===== config.mk =====
export PLATFORM = sky130hd
export DESIGN_NAME = http_content_length_scanner
export DESIGN_NICKNAME = d
export VERILOG_FILES = /design/src/hdl/hcls_pkg.sv /design/src/hdl/hcls_core.sv /design/src/hdl/http_content_length_scanner.sv
export SDC_FILE = /design/constraint.sdc
export NUM_CORES = 1
export LEC_CHECK = 0
export ABC_AREA = 1
export ABC_CLOCK_PERIOD_IN_PS = 6000
export BUFFER_PORTS_ARGS = -buffer_cell sky130_fd_sc_hd__buf_2
export CAP_MARGIN = 5
export CORE_UTILIZATION = 65
export CTS_CLUSTER_SIZE = 24
export DETAILED_ROUTE_END_ITERATION = 10
export GPL_TIMING_DRIVEN = 0
export PLACE_DENSITY = 0.93
export REMOVE_ABC_BUFFERS = 1
export SLEW_MARGIN = 20
export SYNTH_ARGS = -nofsm -noshare
export SYNTH_HDL_FRONTEND = slang
export SYNTH_SLANG_ARGS = --single-unit

===== constraint.sdc =====
create_clock -name aclk -period 6 [get_ports aclk]
set_input_delay 0.9 -clock aclk [delete_from_list [all_inputs] [get_ports aclk]]
set_output_delay 0.9 -clock aclk [all_outputs]
set_load 0.05 [all_outputs]

===== src/hdl/hcls_pkg.sv =====
// ----------------------------------------------------------------------------
// hcls_pkg: shared definitions for the content-length scanner
// Holds the length width, status codes, the result record, character
// constants and the two header-name prefixes.
// ----------------------------------------------------------------------------
package hcls_pkg;

    // Width of the parsed body length.
    localparam int LENGTH_WIDTH = 64;

    // Largest length value and the highest accumulator value that still
    // accepts one more decimal digit.
    localparam logic [LENGTH_WIDTH-1:0] LENGTH_MAX  = '1;
    localparam logic [LENGTH_WIDTH-1:0] DIGIT_LIMIT = (LENGTH_MAX - LENGTH_WIDTH'(9)) /
                                                      LENGTH_WIDTH'(10);

    // Prefix lengths.
    localparam int TE_LEN = 17;
    localparam int CL_LEN = 15;

    // Characters of interest.
    localparam logic [7:0] CH_LF    = 8'h0A;
    localparam logic [7:0] CH_CR    = 8'h0D;
    localparam logic [7:0] CH_TAB   = 8'h09;
    localparam logic [7:0] CH_SPACE = 8'h20;
    localparam logic [7:0] CH_ZERO  = 8'h30;
    localparam logic [7:0] CH_NINE  = 8'h39;
    localparam logic [7:0] CH_UPA   = 8'h41;
    localparam logic [7:0] CH_UPZ   = 8'h5A;
    localparam logic [7:0] CASE_OFS = 8'h20;

    // Result status codes.
    typedef enum logic [1:0] {
        ST_NONE    = 2'd0,
        ST_FOUND   = 2'd1,
        ST_REFUSED = 2'd2
    } status_t;

    // One result item.
    typedef struct packed {
        logic [LENGTH_WIDTH-1:0] length;
        status_t                 status;
    } result_t;

    // Character of "transfer-encoding" at a position; zero past its end.
    function automatic logic [7:0] te_char(input logic [4:0] pos);
        logic [7:0] ch;
        case (pos)
            5'd0:    ch = "t";
            5'd1:    ch = "r";
            5'd2:    ch = "a";
            5'd3:    ch = "n";
            5'd4:    ch = "s";
            5'd5:    ch = "f";
            5'd6:    ch = "e";
            5'd7:    ch = "r";
            5'd8:    ch = "-";
            5'd9:    ch = "e";
            5'd10:   ch = "n";
            5'd11:   ch = "c";
            5'd12:   ch = "o";
            5'd13:   ch = "d";
            5'd14:   ch = "i";
            5'd15:   ch = "n";
            5'd16:   ch = "g";
            default: ch = 8'h00;
        endcase
        return ch;
    endfunction

    // Character of "content-length:" at a position; zero past its end.
    function automatic logic [7:0] cl_char(input logic [4:0] pos);
        logic [7:0] ch;
        case (pos)
            5'd0:    ch = "c";
            5'd1:    ch = "o";
            5'd2:    ch = "n";
            5'd3:    ch = "t";
            5'd4:    ch = "e";
            5'd5:    ch = "n";
            5'd6:    ch = "t";
            5'd7:    ch = "-";
            5'd8:    ch = "l";
            5'd9:    ch = "e";
            5'd10:   ch = "n";
            5'd11:   ch = "g";
            5'd12:   ch = "t";
            5'd13:   ch = "h";
            5'd14:   ch = ":";
            default: ch = 8'h00;
        endcase
        return ch;
    endfunction

endpackage


===== src/hdl/hcls_core.sv =====
// ----------------------------------------------------------------------------
// hcls_core: per-byte header scanner
// Holds the line and value state and updates it from one head byte per
// enabled cycle. On the last byte it presents the result and starts over.
// ----------------------------------------------------------------------------
module hcls_core (
    input  logic                aclk,
    input  logic                aresetn,
    input  logic                step_en,     // one byte is processed this cycle
    input  logic [7:0]          head_byte,
    input  logic                last_byte,
    output logic                result_valid,
    output hcls_pkg::result_t   result
);

    // Position within the current line.
    typedef enum logic [2:0] {
        PH_REQLINE,
        PH_MATCH,
        PH_VALUE,
        PH_TRAIL,
        PH_IGNORE
    } phase_t;

    phase_t                            phase_reg, phase_next;
    logic [4:0]                        pos_reg, pos_next;
    logic                              te_alive_reg, te_alive_next;
    logic                              cl_alive_reg, cl_alive_next;
    logic                              digits_reg, digits_next;
    logic [hcls_pkg::LENGTH_WIDTH-1:0] acc_reg, acc_next;
    logic                              seen_reg, seen_next;
    logic [hcls_pkg::LENGTH_WIDTH-1:0] stored_reg, stored_next;
    logic                              refused_reg, refused_next;

    logic [7:0]                        lower_byte;
    logic                              is_digit;
    logic                              is_blank;
    logic [hcls_pkg::LENGTH_WIDTH-1:0] acc_times_ten;
    logic                              close_refuse;
    logic                              close_store;
    logic                              end_refuse;
    logic                              end_store;

    // Byte classification and the multiply-add by ten.
    assign lower_byte = (head_byte >= hcls_pkg::CH_UPA && head_byte <= hcls_pkg::CH_UPZ) ?
                        head_byte + hcls_pkg::CASE_OFS : head_byte;
    assign is_digit   = head_byte >= hcls_pkg::CH_ZERO && head_byte <= hcls_pkg::CH_NINE;
    assign is_blank   = head_byte == hcls_pkg::CH_SPACE || head_byte == hcls_pkg::CH_TAB;
    assign acc_times_ten = (acc_reg << 3) + (acc_reg << 1);

    // Judgement of a value line that ends at this LF.
    assign close_refuse = (phase_reg == PH_VALUE && !digits_reg) ||
                          ((phase_reg == PH_VALUE || phase_reg == PH_TRAIL) &&
                           seen_reg && acc_reg != stored_reg);
    assign close_store  = (phase_reg == PH_VALUE || phase_reg == PH_TRAIL) && !close_refuse;

    // Next state for one byte, then the end-of-head close and restart.
    always_comb begin
        phase_next    = phase_reg;
        pos_next      = pos_reg;
        te_alive_next = te_alive_reg;
        cl_alive_next = cl_alive_reg;
        digits_next   = digits_reg;
        acc_next      = acc_reg;
        seen_next     = seen_reg;
        stored_next   = stored_reg;
        refused_next  = refused_reg;
        end_refuse    = 1'b0;
        end_store     = 1'b0;
        result_valid  = 1'b0;
        result        = '{length: '0, status: hcls_pkg::ST_NONE};

        if (refused_reg) begin
            // A refused head ignores everything up to its last byte.
        end else if (phase_reg == PH_REQLINE) begin
            if (head_byte == hcls_pkg::CH_LF) begin
                phase_next    = PH_MATCH;
                pos_next      = '0;
                te_alive_next = 1'b1;
                cl_alive_next = 1'b1;
                digits_next   = 1'b0;
                acc_next      = '0;
            end
        end else if (head_byte == hcls_pkg::CH_LF) begin
            if (close_refuse) begin
                refused_next = 1'b1;
            end else begin
                if (close_store) begin
                    stored_next = acc_reg;
                    seen_next   = 1'b1;
                end
                phase_next    = PH_MATCH;
                pos_next      = '0;
                te_alive_next = 1'b1;
                cl_alive_next = 1'b1;
                digits_next   = 1'b0;
                acc_next      = '0;
            end
        end else begin
            case (phase_reg)
                PH_MATCH: begin
                    te_alive_next = te_alive_reg && pos_reg < 5'(hcls_pkg::TE_LEN) &&
                                    lower_byte == hcls_pkg::te_char(pos_reg);
                    cl_alive_next = cl_alive_reg && pos_reg < 5'(hcls_pkg::CL_LEN) &&
                                    lower_byte == hcls_pkg::cl_char(pos_reg);
                    pos_next      = pos_reg + 5'd1;
                    if (te_alive_next && pos_next == 5'(hcls_pkg::TE_LEN)) begin
                        refused_next = 1'b1;
                    end else if (cl_alive_next && pos_next == 5'(hcls_pkg::CL_LEN)) begin
                        phase_next  = PH_VALUE;
                        digits_next = 1'b0;
                        acc_next    = '0;
                    end else if (!te_alive_next && !cl_alive_next) begin
                        phase_next = PH_IGNORE;
                    end
                end
                PH_VALUE: begin
                    if (is_digit) begin
                        if (acc_reg > hcls_pkg::DIGIT_LIMIT) begin
                            refused_next = 1'b1;
                        end else begin
                            acc_next    = acc_times_ten +
                                          hcls_pkg::LENGTH_WIDTH'(head_byte[3:0]);
                            digits_next = 1'b1;
                        end
                    end else if (is_blank) begin
                        if (digits_reg) begin
                            phase_next = PH_TRAIL;
                        end
                    end else if (head_byte == hcls_pkg::CH_CR && digits_reg) begin
                        phase_next = PH_TRAIL;
                    end else begin
                        refused_next = 1'b1;
                    end
                end
                PH_TRAIL: begin
                    if (!is_blank && head_byte != hcls_pkg::CH_CR) begin
                        refused_next = 1'b1;
                    end
                end
                default: begin
                end
            endcase
        end

        if (last_byte) begin
            // The last byte also ends the line that is open.
            if (!refused_next && phase_next != PH_REQLINE) begin
                end_refuse = (phase_next == PH_VALUE && !digits_next) ||
                             ((phase_next == PH_VALUE || phase_next == PH_TRAIL) &&
                              seen_next && acc_next != stored_next);
                end_store  = (phase_next == PH_VALUE || phase_next == PH_TRAIL) &&
                             !end_refuse;
            end
            result_valid = step_en;
            if (refused_next || end_refuse) begin
                result.status = hcls_pkg::ST_REFUSED;
            end else if (end_store) begin
                result.status = hcls_pkg::ST_FOUND;
                result.length = acc_next;
            end else if (seen_next) begin
                result.status = hcls_pkg::ST_FOUND;
                result.length = stored_next;
            end

            // Back to the start state for the next head.
            phase_next    = PH_REQLINE;
            pos_next      = '0;
            te_alive_next = 1'b0;
            cl_alive_next = 1'b0;
            digits_next   = 1'b0;
            acc_next      = '0;
            seen_next     = 1'b0;
            stored_next   = '0;
            refused_next  = 1'b0;
        end
    end

    // State registers.
    always_ff @(posedge aclk) begin
        if (!aresetn) begin
            phase_reg    <= PH_REQLINE;
            pos_reg      <= '0;
            te_alive_reg <= 1'b0;
            cl_alive_reg <= 1'b0;
            digits_reg   <= 1'b0;
            acc_reg      <= '0;
            seen_reg     <= 1'b0;
            stored_reg   <= '0;
            refused_reg  <= 1'b0;
        end else if (step_en) begin
            phase_reg    <= phase_next;
            pos_reg      <= pos_next;
            te_alive_reg <= te_alive_next;
            cl_alive_reg <= cl_alive_next;
            digits_reg   <= digits_next;
            acc_reg      <= acc_next;
            seen_reg     <= seen_next;
            stored_reg   <= stored_next;
            refused_reg  <= refused_next;
        end
    end

endmodule


===== src/hdl/http_content_length_scanner.sv =====
// ----------------------------------------------------------------------------
// http_content_length_scanner: HTTP head Content-Length scanner
// Scans request head bytes and reports the announced body length.
// ----------------------------------------------------------------------------
// The block takes one head byte per cycle on the slave stream, with tlast on
// the final byte of the head, and returns one result per head on the master
// stream: a status (none, found, refused) and the 64-bit length. A byte is
// registered when it is transferred and processed from the input register;
// a last byte's result is then registered in the output register. Bytes keep
// flowing at one per cycle; only a last byte waits while an earlier result is
// still held in the output register. The per-byte path is the multiply-add by
// ten of the length accumulator and the compare against the first length.
module http_content_length_scanner (
    input  logic        aclk,
    input  logic        aresetn,
    input  logic        s_tvalid,
    output logic        s_tready,
    input  logic [7:0]  s_tdata,   // [7:0] head_byte
    input  logic        s_tlast,   // last_byte
    output logic        m_tvalid,
    input  logic        m_tready,
    output logic [71:0] m_tdata    // [1:0] length_status, [65:2] content_length, zero pad
);

    logic                in_valid_reg;
    logic [7:0]          in_byte_reg;
    logic                in_last_reg;
    logic                step_fire;
    logic                core_valid;
    hcls_pkg::result_t   core_result;
    logic                out_valid_reg;
    hcls_pkg::result_t   out_result_reg;

    // A byte is processed unless it is a last byte and the result slot is full and not being emptied.
    assign step_fire = in_valid_reg && (!in_last_reg || !out_valid_reg || m_tready);
    assign s_tready  = !in_valid_reg || step_fire;

    // Input register.
    always_ff @(posedge aclk) begin
        if (!aresetn) begin
            in_valid_reg <= 1'b0;
        end else if (s_tvalid && s_tready) begin
            in_valid_reg <= 1'b1;
        end else if (step_fire) begin
            in_valid_reg <= 1'b0;
        end
    end

    always_ff @(posedge aclk) begin
        if (s_tvalid && s_tready) begin
            in_byte_reg <= s_tdata;
            in_last_reg <= s_tlast;
        end
    end

    hcls_core u_core (
        .aclk         (aclk),
        .aresetn      (aresetn),
        .step_en      (step_fire),
        .head_byte    (in_byte_reg),
        .last_byte    (in_last_reg),
        .result_valid (core_valid),
        .result       (core_result)
    );

    // Result register.
    always_ff @(posedge aclk) begin
        if (!aresetn) begin
            out_valid_reg <= 1'b0;
        end else if (core_valid) begin
            out_valid_reg <= 1'b1;
        end else if (m_tready) begin
            out_valid_reg <= 1'b0;
        end
    end

    always_ff @(posedge aclk) begin
        if (core_valid) begin
            out_result_reg <= core_result;
        end
    end

    assign m_tvalid = out_valid_reg;
    assign m_tdata  = {6'd0, out_result_reg.length, out_result_reg.status};

    // A processed last byte always leaves a result in the output register.
    assert property (@(posedge aclk) disable iff (!aresetn)
        step_fire && in_last_reg |=> out_valid_reg)
        else $error("result missing after last byte");

    // The status code is never the unused value.
    assert property (@(posedge aclk) disable iff (!aresetn)
        m_tvalid |-> m_tdata[1:0] != 2'b11)
        else $error("invalid status code");

    // Only a found length carries a nonzero length.
    assert property (@(posedge aclk) disable iff (!aresetn)
        m_tvalid && m_tdata[1:0] != hcls_pkg::ST_FOUND |-> m_tdata[65:2] == '0)
        else $error("length set without found status");

    // A held byte is only ever a last byte waiting for the result slot.
    assert property (@(posedge aclk) disable iff (!aresetn)
        in_valid_reg && !step_fire |-> in_last_reg && out_valid_reg)
        else $error("input stage stalled without cause");

endmodule


Word-level counts from Yosys, hierarchy flattened

Memory sizes are Yosys's and may differ from the RTL's. A register that Yosys moved wholly into a read port is not among the register bits.
Index checks and enable logic that the tools add are counted.

Add/subtract/negate cells: 4
Multiply operators: 0
Divide/modulo/power cells: 0
Order comparisons: 7
Equality and inequality tests: 19
Shift-type cells: 0
Multiplexer cells: 105
Bitwise operators: 1
Reduce and logical (&&, ||, !) cells: 49

Operator list:

| kind                                                              | count |
|---|---|
| two-way mux 64 bit                                                | 16 |
| two-way mux 66 bit                                                | 2 |
| != test 64 bit                                                    | 2 |
| one-hot mux 64 bit (2 select lines)                               | 1 |
| two-way mux 8 bit                                                 | 10 |
| adder 64 x 4 -> 64 bit                                            | 1 |
| adder 64 bit                                                      | 1 |
| greater-than comparator 64 x 61 -> 1 bit, second input constant   | 1 |
| two-way mux 1 bit                                                 | 48 |
| two-way mux 5 bit                                                 | 9 |
| two-way mux 3 bit                                                 | 13 |
| equality test 8 x 4 -> 1 bit, second input constant               | 3 |
| logical AND 1 bit                                                 | 22 |
| equality test 8 bit                                               | 2 |
| equality test 3 x 2 -> 1 bit, second input constant               | 4 |
| zero test 1 bit                                                   | 11 |
| logical OR 1 bit                                                  | 9 |
| adder 8 x 6 -> 8 bit, second input constant                       | 1 |
| equality test 8 x 6 -> 1 bit, second input constant               | 1 |
| greater-or-equal comparator 8 x 6 -> 1 bit, second input constant | 1 |
| greater-or-equal comparator 8 x 7 -> 1 bit, second input constant | 1 |
| <= comparator 8 x 6 -> 1 bit, second input constant               | 1 |
| <= comparator 8 x 7 -> 1 bit, second input constant               | 1 |
| two-way mux 4 bit                                                 | 2 |
| other kinds (20)                                                  | 22 |

Bits in registers: 218
Latch bits: 0
RAM bits: 0
Memory bits (read-only): 336
Bits of input ports: 13
Output and inout bits: 74
Word-level logic and storage cells: 203
Memories kept: 2

Memories:

| name            | words | width | rd ports | clocked after memory_dff | wr ports | RTL line       | text |
|---|---|---|---|---|---|---|---|
| (no name shown) | 32    | 7     | 1        | 1                        | 0        | hcls_pkg.sv:48 | `case (pos)` |
| (no name shown) | 16    | 7     | 1        | 1                        | 0        | hcls_pkg.sv:74 | `case (pos)` |

Longest topological paths before layout

Word-level depth: 27
Depth in mapped cells: 33
Gate-level depth less buffers: 30

Hierarchy

From an unflattened synthesis, not the netlist that was laid out.

Cell total of the unflattened synthesis: 3924
Area total of the unflattened synthesis: 22551.6 µm²

By module, submodules not included:

| module                      | instances | cells each | area each (µm²) | seq. area each (µm²) |
|---|---|---|---|---|
| hcls_core                   | 1         | 3829       | 20151.8         | 3103.0 |
| http_content_length_scanner | 1         | 95         | 2399.8          | 2292.2 |

Worst setup path before layout

Ideal clock, no wire load.

Path kind: reg-to-reg
From: register in_byte_reg[3]
To: register out_result_reg (netlist bit m_tdata[10]), data pin
Library setup time: 0.270 ns
Arrival: 3.703 ns
Required time: 5.730 ns
Slack: 2.027 ns
Stages on the path, launching flop included: 30
Path buffers: 2
Period minus slack after synthesis: 3.973 ns
Cells stage by stage: edfxtp_1 fa_1 fa_1 nand3_1 nand3_1 nand2_1 nand2_1 a21oi_1 inv_1 nand2_1 nand2_1 xnor2_1 nor2_1 nor2_1 nand2_1 nand2_1 nand2_1 nand2_1 nor2_1 nand2_1 nor2_1 nand2_1 nor2_1 nand2_1 nand2_2 nand3_1 buf_4 buf_2 nand2_1 a21oi_1

Cells in the longest elaborated chain, start to end: 24
Elaborated cells between the ends (all ways): 92
Classes of those cells: 2 x add/sub; 4 x order compare; 10 x eq/ne; 50 x mux; 26 x reduce/logical

Ends and longest elaborated chain:

| item                                                                                       | RTL line                           | text |
|---|---|---|
| start, declared                                                                            | http_content_length_scanner.sv:26  | `logic [7:0] in_byte_reg;` |
| start signal, assigned                                                                     | http_content_length_scanner.sv:51  | `in_byte_reg <= s_tdata;` |
| greater-or-equal comparator 8 x 7 -> 1 bit or <= comparator 8 x 7 -> 1 bit (tied branches) | hcls_core.sv:45                    | `assign lower_byte = (head_byte >= hcls_pkg::CH_UPA && head_byte <= hcls_pkg::CH_UPZ) ?` |
| logical AND 1 bit                                                                          | hcls_core.sv:45                    |  |
| two-way mux 8 bit                                                                          | hcls_core.sv:45                    |  |
| equality test 8 bit (on tied branches)                                                     | hcls_core.sv:103, hcls_core.sv:105 |  |
| logical AND 1 bit (on tied branches)                                                       | hcls_core.sv:102, hcls_core.sv:104 |  |
| zero test 1 bit                                                                            | hcls_core.sv:113                   | `end else if (!te_alive_next && !cl_alive_next) begin` |
| logical AND 1 bit                                                                          | hcls_core.sv:113                   |  |
| two-way mux 3 bit                                                                          | hcls_core.sv:113                   |  |
| (+8 left out)                                                                              | n/a                                |  |
| logical AND 1 bit                                                                          | hcls_core.sv:150                   | `((phase_next == PH_VALUE \|\| phase_next == PH_TRAIL) &&` |
| logical AND 1 bit                                                                          | hcls_core.sv:151                   | `seen_next && acc_next != stored_next);` |
| logical OR 1 bit                                                                           | hcls_core.sv:149                   | `end_refuse = (phase_next == PH_VALUE && !digits_next) \|\|` |
| zero test 1 bit                                                                            | hcls_core.sv:153                   | `!end_refuse;` |
| logical AND 1 bit                                                                          | hcls_core.sv:152                   | `end_store = (phase_next == PH_VALUE \|\| phase_next == PH_TRAIL) &&` |
| two-way mux 1 bit                                                                          | hcls_core.sv:148                   | `if (!refused_next && phase_next != PH_REQLINE) begin` |
| two-way mux 1 bit                                                                          | hcls_core.sv:146                   | `if (last_byte) begin` |
| two-way mux 66 bit                                                                         | hcls_core.sv:158                   | `end else if (end_store) begin` |
| end signal, assigned                                                                       | http_content_length_scanner.sv:79  | `out_result_reg <= core_result;` |
| end, declared                                                                              | http_content_length_scanner.sv:32  | `hcls_pkg::result_t out_result_reg;` |

Several ways; a longest one is shown, not always the timed one. The select of a mux whose other input is x is not followed.
A chain may end at the register's enable or synchronous reset.

Worst setup path in the final report

From: register u_core.phase_reg[2]
To: register out_result_reg (netlist bit m_tdata[44]), data pin

Cells in the longest elaborated chain, start to end: 20
Elaborated cells between the ends (all ways): 71
Classes of those cells: 6 x eq/ne; 44 x mux; 21 x reduce/logical

Ends and longest elaborated chain:

| item                                                    | RTL line                           | text |
|---|---|---|
| start, declared                                         | hcls_core.sv:25                    | `phase_t phase_reg, phase_next;` |
| start signal, assigned                                  | hcls_core.sv:192                   | `phase_reg <= phase_next;` |
| equality test 3 x 2 -> 1 bit (on tied branches)         | n/a                                |  |
| logical OR 1 bit                                        | hcls_core.sv:53, hcls_core.sv:55   |  |
| logical AND 1 bit                                       | hcls_core.sv:53                    | `((phase_reg == PH_VALUE \|\| phase_reg == PH_TRAIL) &&` |
| logical AND 1 bit                                       | hcls_core.sv:54                    | `seen_reg && acc_reg != stored_reg);` |
| logical OR 1 bit                                        | hcls_core.sv:52                    | `assign close_refuse = (phase_reg == PH_VALUE && !digits_reg) \|\|` |
| zero test 1 bit                                         | hcls_core.sv:55                    | `assign close_store = (phase_reg == PH_VALUE \|\| phase_reg == PH_TRAIL) && !close_refuse;` |
| logical AND 1 bit                                       | hcls_core.sv:55                    |  |
| two-way mux 64 bit or two-way mux 1 bit (tied branches) | hcls_core.sv:88                    | `if (close_store) begin` |
| (+4 left out)                                           | n/a                                |  |
| != test 64 bit or logical AND 1 bit (tied branches)     | hcls_core.sv:151, hcls_core.sv:150 |  |
| logical AND 1 bit                                       | hcls_core.sv:151                   |  |
| logical OR 1 bit                                        | hcls_core.sv:149                   |  |
| zero test 1 bit                                         | hcls_core.sv:153                   |  |
| logical AND 1 bit                                       | hcls_core.sv:152                   |  |
| two-way mux 1 bit                                       | hcls_core.sv:148                   |  |
| two-way mux 1 bit                                       | hcls_core.sv:146                   |  |
| two-way mux 66 bit                                      | hcls_core.sv:158                   |  |

Several ways; a longest one is shown, not always the timed one. The select of a mux whose other input is x is not followed.

==> results.cfg <==
[status]
status = completed

[worst_setup_path]
critPathArrivalTime_ps = 6300
crit_chain = nor2_1 -> nand2_2 -> clkinv_2 -> nand2_1 -> nand3_2 -> clkinv_2 -> nand2_8 -> o21ai_1 -> inv_1 -> nand2_1 -> nand2_1 -> nor2_1 -> nand2_1 -> nor2_1 -> nand2_1 -> nor2_1 -> nand2_1 -> nand2_8 -> buf_16 -> nand3_4 -> buf_4 -> nand2_1 -> a21oi_2
end_kind = flip-flop
worst-r2r-setup-slack_ps = 10
crit_end = m_tdata[44]
startpoint_type = flip-flop
rr_startpoint = u_core.phase_reg[2]
startpoint = u_core.phase_reg[2]
crit_type = flip-flop to flip-flop
slowest_stage = clkinv_2
critPathMaxStageDelay_ps = 590
cpMostUsedCell = nand2_1
rr_worst_depth = 23
crit_fanout = 43
required_ps = 6310
timing.rr.end = m_tdata[44]

[clock_network]
cts_sinks = 232
cts_buffers = 26
clkTransAtPathRegs_ps = 60
clkLatencyLatePin_ps = 580
clockBufferDepth = 3
cts_max_level = 1
clockRootBuffer = clkbuf_16
cts_hold_buffers = 0
cts_tree = done

[timing]
hold_viol = 0
setup_tns_ps = 0
drv_slew = 0
setup_viol = 0
fin_worst_skew_ps = 29.5
max_slew_margin = 0.270
fmax_mhz = 167
rsz0062_at_grt = no
layout_setup_ws_ps = 9.50
min_period_ps = 5990
period_share = 0.998
holdWs_ps = 486
tightestPinTransition_ps = 1090

[finish]
nNetsFinal = 3988
largest_reg_flops = 66
utilization = 0.708
fillers = 3046
area_growth_syn_to_layout_pct = 7.29
drive_above_1_share = 0.0614
antennaDiodeCount = 0

[route]
dr.max_layer_used = met5
drc = 0
wl_per_cell_microns = 18.1
ant_nets = 0
drt_wl_total_mm = 78.1
avgViaCountPerCell = 6.02
vias = 26000
drt_iter0_markers = 3458
wl_met2_mm = 32.8
drt_pass1_iterations = 7
route.met3.wl_mm = 9.99
drt-met1-wl_mm = 30.5

[synthesis]
yosysMostFrequentCell = nand2_1
synth_cells = 3888
netlist_top_cells_area = nand2_1, dfxtp_1, edfxtp_1, inv_1, ha_1
yosysWarnings = 0
synthFlopType = dfxtp_1
ys_types = 61
ys_seq_elements = 232
ys_seq_area_frac = 0.237
synth_area_leader_cell = nand2_1
ys_top_cells_by_count = nand2_1, inv_1, nor2_1
netlist_area_sq_um = 22800
async_flop_share = 0
synth_edf_count = 75
synth_top_cell_area_share = 0.226
avgSynthCellArea_sq_um = 5.86

[floorplanning]
io_pins = 87
start_util = 0.660
die_y_microns = 189
num_rows = 68
dieWidth_microns = 189
dieArea_sq_um = 35800
core_region_area_sq_um = 34500

[grt]
grt_pass1_vias = 23500
grt_usage = 0.422
grt_pass1_wl_mm = 121
antenna_found_initial = 2
grt_max_degree = 74
overflow = 0

[placed_design]
post-place-ws_ps = -880
dp_hpwl_mm = 52.8
gp_congestion = 1.07
io_buffers = 80

[power_and_ir_drop]
finalPower_w = 0.00347
leakagePower_nw = 11.7
power_density_nw_per_um2 = 142
ir_drop_uv = 241

[job]
drv_cap = 0

[hold_path]
min_path_type = flip-flop to flip-flop
through the flow:
| step | instance area, sq um | cells |
|---|---|---|
| after floorplan | 21900 | 3701 |
| after global placement | 22900 | 4236 |
| after detailed placement | 23400 | 4254 |
| after CTS | 24300 | 4308 |
| after global routing | 24500 | 4314 |
| final | 24500 | 4314 |
worst min-delay path by stage:
stage	from	endpoint	slack, ps	cells past startpoint
2_1_floorplan	u_core.cl_alive_reg	u_core.cl_alive_reg	440	2
6_report	u_core.stored_reg[61]	u_core.stored_reg[61]	490	2
4_1_cts	u_core.cl_alive_reg	u_core.cl_alive_reg	480	2
3_5_place_dp	u_core.cl_alive_reg	u_core.cl_alive_reg	470	2
3_3_place_gp	u_core.cl_alive_reg	u_core.cl_alive_reg	460	2
5_1_grt	s_tdata[0]	in_byte_reg[0]	490	1
placed cells by master, fill, tap and decap left out, types with 75 or more instances in the layout:
cell type / count
a21oi_1: 301
buf_2: 80
dfxtp_1: 154
edfxtp_1: 75
ha_1: 134
inv_1: 469
nand2_1: 1370
nand3_1: 262
nand4_1: 113
nor2_1: 348
o21ai_0: 105
o21ai_1: 76
cell families after synthesis:
group           after synthesis  share of synthesized area
simple gates               2162                      0.392
buf+inv                     687                      0.122
compound gates              579                      0.139
flops                       232                      0.237
fa+ha+maj                   136                     0.0753
xor+xnor                     91                     0.0350
other cells                   1                   0.000165
timing repair:
item	CTS	global route
cloned	4	2
endpoints found under the setup margin	66	65
pin swaps	4	2
buffers inserted	2	4
endpoints found under the hold margin	0	0
gates resized for setup	4	14
final cells by class:
class	count	area, sq um	share of cell area
Timing Repair Buffer	104	863	0.0353
Clock inverter	11	98.8	0.00404
Multi-Input combinational cell	2980	14900	0.608
Sequential cell	232	5400	0.221
Clock buffer	37	772	0.0316
Inverter	495	1880	0.0768
Tap cell	455	569	0.0233
worst max-delay path, delay by kind of cell, from the launching register on:
family	cells	cell delay (ps)
flops	1	420
simple gates	16	2910
compound gates	2	440
buf+inv	5	1870
layer usage:
layer	track usage	up-vias
li1	-	12400
met1	0.553	11500
met2	0.643	1772
met3	0.0882	373
met4	0.244	2
met5	0	-
power breakdown:
part | internal (W) | switching (W) | total, W | leakage (nW)
clock network | 0.000939 | 0.000699 | 0.00164 | 0.436
logic | 0.0000401 | 0.000151 | 0.000191 | 9.25
registers | 0.00163 | 0.0000121 | 0.00164 | 1.99
total | 0.00261 | 0.000862 | 0.00347 | 11.7
Note: power is estimated with default switching activity, not from simulation.
